## src/hdl/dbsm_pkg.sv

```systemverilog
package dbsm_pkg;

    localparam int MAX_BUFFERS_DEFAULT = 8;
    localparam int FLIP_DEPTH_DEFAULT  = 16;
    localparam int SLOT_FIELD_LIMIT    = 8;

    localparam logic [2:0] ACT_DEQUEUE  = 3'd0;
    localparam logic [2:0] ACT_QUEUE    = 3'd1;
    localparam logic [2:0] ACT_CANCEL   = 3'd2;
    localparam logic [2:0] ACT_PULL     = 3'd3;
    localparam logic [2:0] ACT_COMPLETE = 3'd4;

    typedef enum logic [2:0] {
        ST_OK             = 3'd0,
        ST_BAD_INDEX      = 3'd1,
        ST_NOT_DEQUEUED   = 3'd2,
        ST_ALREADY_QUEUED = 3'd3,
        ST_NONE_FREE      = 3'd4,
        ST_FLIP_EMPTY     = 3'd5,
        ST_FLIP_FULL      = 3'd6,
        ST_NOT_DISPLAYED  = 3'd7
    } status_t;

    typedef struct packed {
        logic       empty;
        logic       skip_plane;
        logic [2:0] slot;
    } flip_entry_t;

    typedef struct packed {
        logic load;
        logic commit;
    } ctrl_cmd_t;

    typedef struct packed {
        status_t    status;
        logic [2:0] slot_index;
        logic       empty_flip;
        logic       flip_skip_plane;
        logic [3:0] dequeued_count;
        logic [7:0] used_bits;
        logic [7:0] queued_bits;
    } result_t;

endpackage

```

## src/hdl/display_buffer_slot_manager.sv

```systemverilog
// Channel  Direction  Signals                          Contents
// s_       in         s_tvalid s_tready s_tdata s_tuser  one action
// m_       out        m_tvalid m_tready m_tdata m_tuser  one result per action
// cfg_     in         cfg_valid cfg_ready cfg_data       buffer_count register
//
// Each input transaction has its action captured in state CS_IDLE and executed in
// CS_EXEC, the execute state being needed for the registered read of the flip memory.
// The result goes to an output register, so execution stalls only while that
// register still holds an untaken result.
// Reset is synchronous and active low; it clears the slot masks, counts and
// flip queue pointers at once, with no clearing pass over the flip memory.
module display_buffer_slot_manager #(
    parameter int MAX_BUFFERS = dbsm_pkg::MAX_BUFFERS_DEFAULT,
    parameter int FLIP_DEPTH  = dbsm_pkg::FLIP_DEPTH_DEFAULT
) (
    input  logic        aclk,
    input  logic        aresetn,
    input  logic        s_tvalid,
    output logic        s_tready,
    input  logic [7:0]  s_tdata,   // [2:0] slot_sel, [3] skip_plane
    input  logic [2:0]  s_tuser,   // [2:0] action
    output logic        m_tvalid,
    input  logic        m_tready,
    output logic [31:0] m_tdata,   // [2:0] status, [5:3] slot_index, [6] flip_skip_plane,
                                   // [10:7] dequeued_count, [18:11] used_bits,
                                   // [26:19] queued_bits
    output logic        m_tuser,   // [0] empty_flip
    input  logic        cfg_valid,
    output logic        cfg_ready,
    input  logic [3:0]  cfg_data
);

    dbsm_pkg::ctrl_cmd_t cmd;
    dbsm_pkg::result_t   result;

    dbsm_ctrl u_ctrl (
        .aclk     (aclk),
        .aresetn  (aresetn),
        .s_tvalid (s_tvalid),
        .s_tready (s_tready),
        .m_tready (m_tready),
        .m_tvalid (m_tvalid),
        .cmd      (cmd)
    );

    dbsm_datapath #(
        .MAX_BUFFERS (MAX_BUFFERS),
        .FLIP_DEPTH  (FLIP_DEPTH)
    ) u_datapath (
        .aclk          (aclk),
        .aresetn       (aresetn),
        .cmd           (cmd),
        .cfg_we        (cfg_valid),
        .cfg_data      (cfg_data),
        .in_action     (s_tuser),
        .in_index      (s_tdata[2:0]),
        .in_skip_plane (s_tdata[3]),
        .result        (result)
    );

    assign cfg_ready = 1'b1;
    assign m_tuser   = result.empty_flip;
    assign m_tdata   = {5'd0, result.queued_bits, result.used_bits, result.dequeued_count,
                        result.flip_skip_plane, result.slot_index, result.status};

    a_one_in_flight: assert property (@(posedge aclk) disable iff (!aresetn)
        (s_tvalid && s_tready) |=> !s_tready)
        else $error("input accepted while an action was still executing");

    a_empty_pull_clean: assert property (@(posedge aclk) disable iff (!aresetn)
        (m_tvalid && (m_tdata[2:0] == dbsm_pkg::ST_FLIP_EMPTY)) |->
        (m_tdata[5:3] == 3'd0 && !m_tuser && !m_tdata[6]))
        else $error("failed pull carries flip entry fields");

    a_empty_flip_slot: assert property (@(posedge aclk) disable iff (!aresetn)
        (m_tvalid && m_tuser) |-> (m_tdata[5:3] == 3'd0 && m_tdata[2:0] == dbsm_pkg::ST_OK))
        else $error("empty flip reported with a slot or a failing status");

endmodule

```

## src/hdl/dbsm_ctrl.sv

```systemverilog
module dbsm_ctrl (
    input  logic                 aclk,
    input  logic                 aresetn,
    input  logic                 s_tvalid,
    output logic                 s_tready,
    input  logic                 m_tready,
    output logic                 m_tvalid,
    output dbsm_pkg::ctrl_cmd_t  cmd
);

    typedef enum logic [1:0] {
        CS_IDLE = 2'b01,
        CS_EXEC = 2'b10
    } ctrl_state_t;

    ctrl_state_t state_reg, state_next;
    logic        out_valid_reg, out_valid_next;

    always_comb begin
        state_next     = state_reg;
        out_valid_next = out_valid_reg;
        cmd.load       = 1'b0;
        cmd.commit     = 1'b0;
        if (m_tready) begin
            out_valid_next = 1'b0;
        end
        unique case (state_reg)
            CS_IDLE: begin
                if (s_tvalid) begin
                    cmd.load   = 1'b1;
                    state_next = CS_EXEC;
                end
            end
            CS_EXEC: begin
                if (!out_valid_reg || m_tready) begin
                    cmd.commit     = 1'b1;
                    out_valid_next = 1'b1;
                    state_next     = CS_IDLE;
                end
            end
            default: begin
                state_next = CS_IDLE;
            end
        endcase
    end

    always_ff @(posedge aclk) begin
        if (!aresetn) begin
            state_reg     <= CS_IDLE;
            out_valid_reg <= 1'b0;
        end else begin
            state_reg     <= state_next;
            out_valid_reg <= out_valid_next;
        end
    end

    assign s_tready = (state_reg == CS_IDLE);
    assign m_tvalid = out_valid_reg;

endmodule

```

## src/hdl/dbsm_datapath.sv

```systemverilog
module dbsm_datapath #(
    parameter int MAX_BUFFERS = dbsm_pkg::MAX_BUFFERS_DEFAULT,
    parameter int FLIP_DEPTH  = dbsm_pkg::FLIP_DEPTH_DEFAULT
) (
    input  logic                aclk,
    input  logic                aresetn,
    input  dbsm_pkg::ctrl_cmd_t cmd,
    input  logic                cfg_we,
    input  logic [3:0]          cfg_data,
    input  logic [2:0]          in_action,
    input  logic [2:0]          in_index,
    input  logic                in_skip_plane,
    output dbsm_pkg::result_t   result
);

    localparam int SLOTS = (MAX_BUFFERS < dbsm_pkg::SLOT_FIELD_LIMIT) ?
                           MAX_BUFFERS : dbsm_pkg::SLOT_FIELD_LIMIT;
    localparam int AW    = (FLIP_DEPTH > 2) ? $clog2(FLIP_DEPTH) : 1;
    localparam int FW    = $clog2(FLIP_DEPTH + 1);

    logic [3:0]       bc_reg;
    logic [SLOTS-1:0] use_reg, queued_reg;
    logic [3:0]       cnt_reg;
    logic [AW-1:0]    head_reg, tail_reg;
    logic [FW-1:0]    fill_reg;
    logic [2:0]       act_reg;
    logic [2:0]       idx_reg;
    logic             np_reg;

    dbsm_pkg::flip_entry_t fifo_mem [FLIP_DEPTH];
    dbsm_pkg::flip_entry_t rd_reg;
    dbsm_pkg::flip_entry_t wr_entry;
    dbsm_pkg::result_t     result_reg, result_next;

    logic [7:0]    use_ext, queued_ext, use_n, queued_n, lane, bit_sel, free;
    logic [3:0]    n, cnt_n;
    logic [AW-1:0] head_n, tail_n;
    logic [FW-1:0] fill_n;
    logic          in_range, found, push, fifo_full;
    logic [2:0]    first;

    function automatic logic [AW-1:0] wrap_next(input logic [AW-1:0] p);
        return (p == AW'(FLIP_DEPTH - 1)) ? '0 : p + AW'(1);
    endfunction

    always_comb begin
        use_ext    = 8'(use_reg);
        queued_ext = 8'(queued_reg);
        n          = (bc_reg > 4'(SLOTS)) ? 4'(SLOTS) : bc_reg;
        lane       = 8'((9'd1 << n) - 9'd1);
        bit_sel    = 8'd1 << idx_reg;
        in_range   = {1'b0, idx_reg} < n;
        fifo_full  = (fill_reg == FW'(FLIP_DEPTH));
        free       = ~use_ext & lane;
        found      = 1'b0;
        first      = 3'd0;
        for (int i = 7; i >= 0; i--) begin
            if (free[i]) begin
                found = 1'b1;
                first = 3'(i);
            end
        end

        use_n    = use_ext;
        queued_n = queued_ext;
        cnt_n    = cnt_reg;
        head_n   = head_reg;
        tail_n   = tail_reg;
        fill_n   = fill_reg;
        push     = 1'b0;
        wr_entry = '0;
        wr_entry.skip_plane = np_reg;

        result_next               = '0;
        result_next.status        = dbsm_pkg::ST_OK;

        unique case (act_reg)
            dbsm_pkg::ACT_DEQUEUE: begin
                if (found) begin
                    use_n                  = use_ext | (8'd1 << first);
                    cnt_n                  = (cnt_reg != 4'd15) ? cnt_reg + 4'd1 : cnt_reg;
                    result_next.slot_index = first;
                end else begin
                    result_next.status = dbsm_pkg::ST_NONE_FREE;
                end
            end
            dbsm_pkg::ACT_QUEUE: begin
                if (!in_range) begin
                    result_next.status = dbsm_pkg::ST_BAD_INDEX;
                end else if ((use_ext & bit_sel) == 8'd0) begin
                    result_next.status = dbsm_pkg::ST_NOT_DEQUEUED;
                end else if ((queued_ext & bit_sel) != 8'd0) begin
                    result_next.status = dbsm_pkg::ST_ALREADY_QUEUED;
                end else if (fifo_full) begin
                    result_next.status = dbsm_pkg::ST_FLIP_FULL;
                end else begin
                    queued_n      = queued_ext | bit_sel;
                    push          = 1'b1;
                    wr_entry.slot = idx_reg;
                end
            end
            dbsm_pkg::ACT_CANCEL: begin
                if (!in_range) begin
                    result_next.status = dbsm_pkg::ST_BAD_INDEX;
                end else if ((use_ext & bit_sel) == 8'd0) begin
                    result_next.status = dbsm_pkg::ST_NOT_DEQUEUED;
                end else if (fifo_full) begin
                    result_next.status = dbsm_pkg::ST_FLIP_FULL;
                end else begin
                    use_n          = use_ext & ~bit_sel;
                    cnt_n          = (cnt_reg != 4'd0) ? cnt_reg - 4'd1 : cnt_reg;
                    push           = 1'b1;
                    wr_entry.empty = 1'b1;
                end
            end
            dbsm_pkg::ACT_PULL: begin
                if (fill_reg == '0) begin
                    result_next.status = dbsm_pkg::ST_FLIP_EMPTY;
                end else begin
                    result_next.empty_flip      = rd_reg.empty;
                    result_next.flip_skip_plane = rd_reg.skip_plane;
                    result_next.slot_index      = rd_reg.empty ? 3'd0 : rd_reg.slot;
                    head_n                      = wrap_next(head_reg);
                    fill_n                      = fill_reg - FW'(1);
                end
            end
            dbsm_pkg::ACT_COMPLETE: begin
                if (!in_range) begin
                    result_next.status = dbsm_pkg::ST_BAD_INDEX;
                end else begin
                    cnt_n = (cnt_reg != 4'd0) ? cnt_reg - 4'd1 : cnt_reg;
                    if ((use_ext & bit_sel) != 8'd0) begin
                        use_n    = use_ext & ~bit_sel;
                        queued_n = queued_ext & ~bit_sel;
                    end else begin
                        result_next.status = dbsm_pkg::ST_NOT_DISPLAYED;
                    end
                end
            end
            default: begin
            end
        endcase

        if (push) begin
            tail_n = wrap_next(tail_reg);
            fill_n = fill_reg + FW'(1);
        end

        result_next.dequeued_count = cnt_n;
        result_next.used_bits      = use_n;
        result_next.queued_bits    = queued_n;
    end

    always_ff @(posedge aclk) begin
        if (!aresetn) begin
            bc_reg     <= '0;
            use_reg    <= '0;
            queued_reg <= '0;
            cnt_reg    <= '0;
            head_reg   <= '0;
            tail_reg   <= '0;
            fill_reg   <= '0;
        end else begin
            if (cfg_we) begin
                bc_reg <= cfg_data;
            end
            if (cmd.commit) begin
                use_reg    <= use_n[SLOTS-1:0];
                queued_reg <= queued_n[SLOTS-1:0];
                cnt_reg    <= cnt_n;
                head_reg   <= head_n;
                tail_reg   <= tail_n;
                fill_reg   <= fill_n;
            end
        end
    end

    always_ff @(posedge aclk) begin
        if (cmd.load) begin
            act_reg <= in_action;
            idx_reg <= in_index;
            np_reg  <= in_skip_plane;
        end
        if (cmd.commit) begin
            result_reg <= result_next;
        end
    end

    always_ff @(posedge aclk) begin
        if (cmd.commit && push) begin
            fifo_mem[tail_reg] <= wr_entry;
        end
        rd_reg <= fifo_mem[head_reg];
    end

    assign result = result_reg;

endmodule
```

## config.mk

```make
export PLATFORM = sky130hd
export DESIGN_NAME = display_buffer_slot_manager
export DESIGN_NICKNAME = d
export VERILOG_FILES = /design/src/hdl/dbsm_pkg.sv /design/src/hdl/display_buffer_slot_manager.sv /design/src/hdl/dbsm_ctrl.sv /design/src/hdl/dbsm_datapath.sv
export SDC_FILE = /design/constraint.sdc
export NUM_CORES = 1
export LEC_CHECK = 0
export BUFFER_PORTS_ARGS = -buffer_cell sky130_fd_sc_hd__buf_2
export CORE_MARGIN = 2
export CORE_UTILIZATION = 54
export DETAILED_ROUTE_END_ITERATION = 6
export PLACE_DENSITY = 0.82
export REMOVE_ABC_BUFFERS = 1
export SLEW_MARGIN = 30
export SYNTH_ARGS = -nofsm -noshare
export SYNTH_HDL_FRONTEND = slang
export SYNTH_SLANG_ARGS = --single-unit
```

## constraint.sdc

```tcl
create_clock -name aclk -period 6.05 [get_ports aclk]
set_input_delay 0.3025 -clock aclk [delete_from_list [all_inputs] [get_ports aclk]]
set_output_delay 0.3025 -clock aclk [all_outputs]
set_load 0.02 [all_outputs]
```

==> flow_summary.json <==
{
  "run_status": "completed",
  "r2r-start": "u_datapath.idx_reg[2]$_DFFE_PP_",
  "clock_latency_ps": 430,
  "cp-start-kind": "flop",
  "die_area_mm2": 0.0151,
  "yosysUniqueCellTypes": 75,
  "synth-edff-count": 115,
  "grt_pass1_wl_um": 26900,
  "r2r_cells": 7,
  "final.setup.tns_ps": 0,
  "drt_pre_antenna_iters": 6,
  "drive_above_1_share_pct": 19.3,
  "total_power_mw": 2.36,
  "hp-class": "input port to flop",
  "dr.first_iter.drc_count": 757,
  "clk_path_buf_depth": 2,
  "cts_hold_buffers": 0,
  "power_leakage_nw": 3.02,
  "num_vias": 5430,
  "routed_wire_length_per_instance_um": 19.6,
  "finalWorstSetupSlack_ps": 2040,
  "pre_cts_ws_ps": 2200,
  "synth-async-reset-ratio_pct": 0,
  "cp_launch_point": "u_datapath.idx_reg[2]$_DFFE_PP_",
  "synthCells": 626,
  "syn_area_mm2": 0.00765,
  "cp_capture_point": "u_datapath.fifo_mem[1][0]$_DFFE_PP_",
  "chipHeight_um": 123,
  "worstSetupPathType": "flop to flop",
  "post_cts.repair.setup_buffers": 0,
  "layout_commonest_cell": "edfxtp_1",
  "residual_overflow_from_global_routing": 0,
  "synth-main-ff-cell": "edfxtp_1",
  "share_of_the_synthesized_area_in_the_top_cell_type_pct": 45.1,
  "dpl.cell_count": 822,
  "first_global_vias": 5161,
  "pin_count": 56,
  "timing_max_transition_violations_final": 0,
  "area_delta_synth_final_pct": 11.8,
  "initial_antenna_violation_count": 0,
  "clk_pin_slew_worst_paths_ps": 70,
  "largest_reg_flops": 80,
  "yosys_register_bits": 160,
  "period_share_pct": 66.3,
  "grt_start_max_net_pins": 30,
  "timing.critical_path.to_type": "flop",
  "worst_ep_required_time_ps": 6100,
  "skew_ps": 9.04,
  "cts_resized": 0,
  "final_cell_mix": "115 x edfxtp_1, 53 x nor2_1, 53 x nand2_1",
  "finalSetupViolations": 0,
  "tightest_slew_ps": 907,
  "fin_nets": 695,
  "maxCapViolations": 0,
  "antenna-diode-count": 0,
  "stdcell_count": 854,
  "fin_crit_ps": 4010,
  "worst-r2r-setup-slack_ps": 2040,
  "gpl.final_weighted_congestion": 0.941,
  "tritoncts": "done",
  "cts_htree_levels": 4,
  "synth.area.top_cells": "edfxtp_1 45%, dfxtp_1 12%, mux4_2 7.4%",
  "cts.sinks": 160,
  "floorplan.initialDensity_pct": 55.1,
  "drc": 0,
  "setup_repair_after_global_routing_missed_its_margin": "false",
  "core_area_mm2": 0.0139,
  "timing.fmax_mhz": 249,
  "buffer_ports.inserted": 45,
  "yosysTopAreaCell": "edfxtp_1",
  "hold_viol": 0,
  "postRouteWirelength_um": 16700,
  "tritoncts.num_buffers": 17,
  "power.density_cell_area_mw_per_mm2": 276,
  "postSynthAreaPerCell_um2": 12.2,
  "crit_fanout": 18,
  "final_antenna_net_count": 0,
  "row_count": 43,
  "dp_hpwl_um": 11300,
  "ir_worst_vdd_uv": 203,
  "root_buffer": "clkbuf_16",
  "r2r_endpoint": "u_datapath.fifo_mem[1][0]$_DFFE_PP_",
  "synth-seq-area-share_pct": 56.9,
  "fp.dieW_um": 123,
  "cp_data_arrival_time_ps": 4060,
  "all_layer_gr_usage_pct": 23.6,
  "slew_headroom_pct": 39.1,
  "post_detailed_route_via_to_cell_ratio": 6.36,
  "total_number_of_yosys_warnings": 0
}
## metal layers
metal / track usage, % / wire length, um
met5: 0 / 0
met4: 9.87 / 523
met3: 5.72 / 1490
met2: 37.7 / 8080
met1: 30.9 / 6630
## cell type report
type / instances / area, um^2
Fill cell: 1021 / 5330
Timing Repair Buffer: 49 / 255
Clock inverter: 15 / 165
Sequential cell: 160 / 4360
Clock buffer: 17 / 425
Tap cell: 180 / 225
Multi-Input combinational cell: 416 / 3060
Inverter: 17 / 63.8
## how the worst min path moves through the flow
stage	start	end	cells past startpoint
floorplan	s_tuser[0]	u_datapath.act_reg[0]$_DFFE_PP_	0
global placement	u_datapath.fill_reg[3]$_SDFFE_PN0P_	u_datapath.fill_reg[3]$_SDFFE_PN0P_	2
detailed placement	s_tdata[1]	u_datapath.idx_reg[1]$_DFFE_PP_	1
CTS	s_tuser[2]	u_datapath.act_reg[2]$_DFFE_PP_	1
global route	s_tdata[3]	u_datapath.np_reg$_DFFE_PP_	1
finish	s_tuser[2]	u_datapath.act_reg[2]$_DFFE_PP_	1
## critical path, cell delays in order (launching register included)
cell and delay [ps]:
edfxtp_1 780, mux2i_1 290, o21ai_0 180, a221oi_4 450
nand2_1 190, a2111oi_4 710, nand2_1 280, nor3_1 750
## per-stage QoR
stage	hold slack (ps)	cell area, um^2	utilization [%]
2_1_floorplan	401	7480	-
3_3_place_gp	466	7960	57.3
3_5_place_dp	481	7960	57.4
4_1_cts	34.8	8550	61.6
5_1_grt	35.5	8550	61.6
6_report	43.2	8550	61.6
## synthesized netlist by cell type, drive strengths merged, types with 4 or more instances
cell type / instances
and2: 5
a211oi: 5
a31oi: 5
xnor2: 4
a2111oi: 5
buf: 20
o211ai: 11
nor2: 54
o21ai: 44
mux4: 25
nor2b: 4
o221ai: 4
nand3: 20
or2: 6
mux2: 4
mux2i: 18
edfxtp: 115
o31ai: 12
dfxtp: 45
inv: 16
nor3: 21
a21o: 4
a21oi: 22
clkbuf: 17
nand2: 54
nand2b: 19
ha: 13
## logic make-up after synthesis
kind of cell | count (synthesis) | share of synthesized area, %
multiplexers | 47 | 10.3
adder cells (fa/ha/maj) | 14 | 2.39
XOR/XNOR | 5 | 0.572
buffers and inverters | 54 | 3.27
AND/OR/NAND/NOR | 207 | 13.7
flip-flops | 160 | 56.9
AO/OA/AOI/OAI | 137 | 12.8
other | 2 | 0.0982
## where the power goes
part | total (mW) | switching, mW | internal [mW] | leakage (nW)
Combinational | 0.122 | 0.0823 | 0.0398 | 1.23
Sequential | 1.19 | 0.0194 | 1.17 | 1.49
Clock | 1.04 | 0.489 | 0.555 | 0.292
Total | 2.36 | 0.591 | 1.77 | 3.02
(Power assumes the default switching activity.)
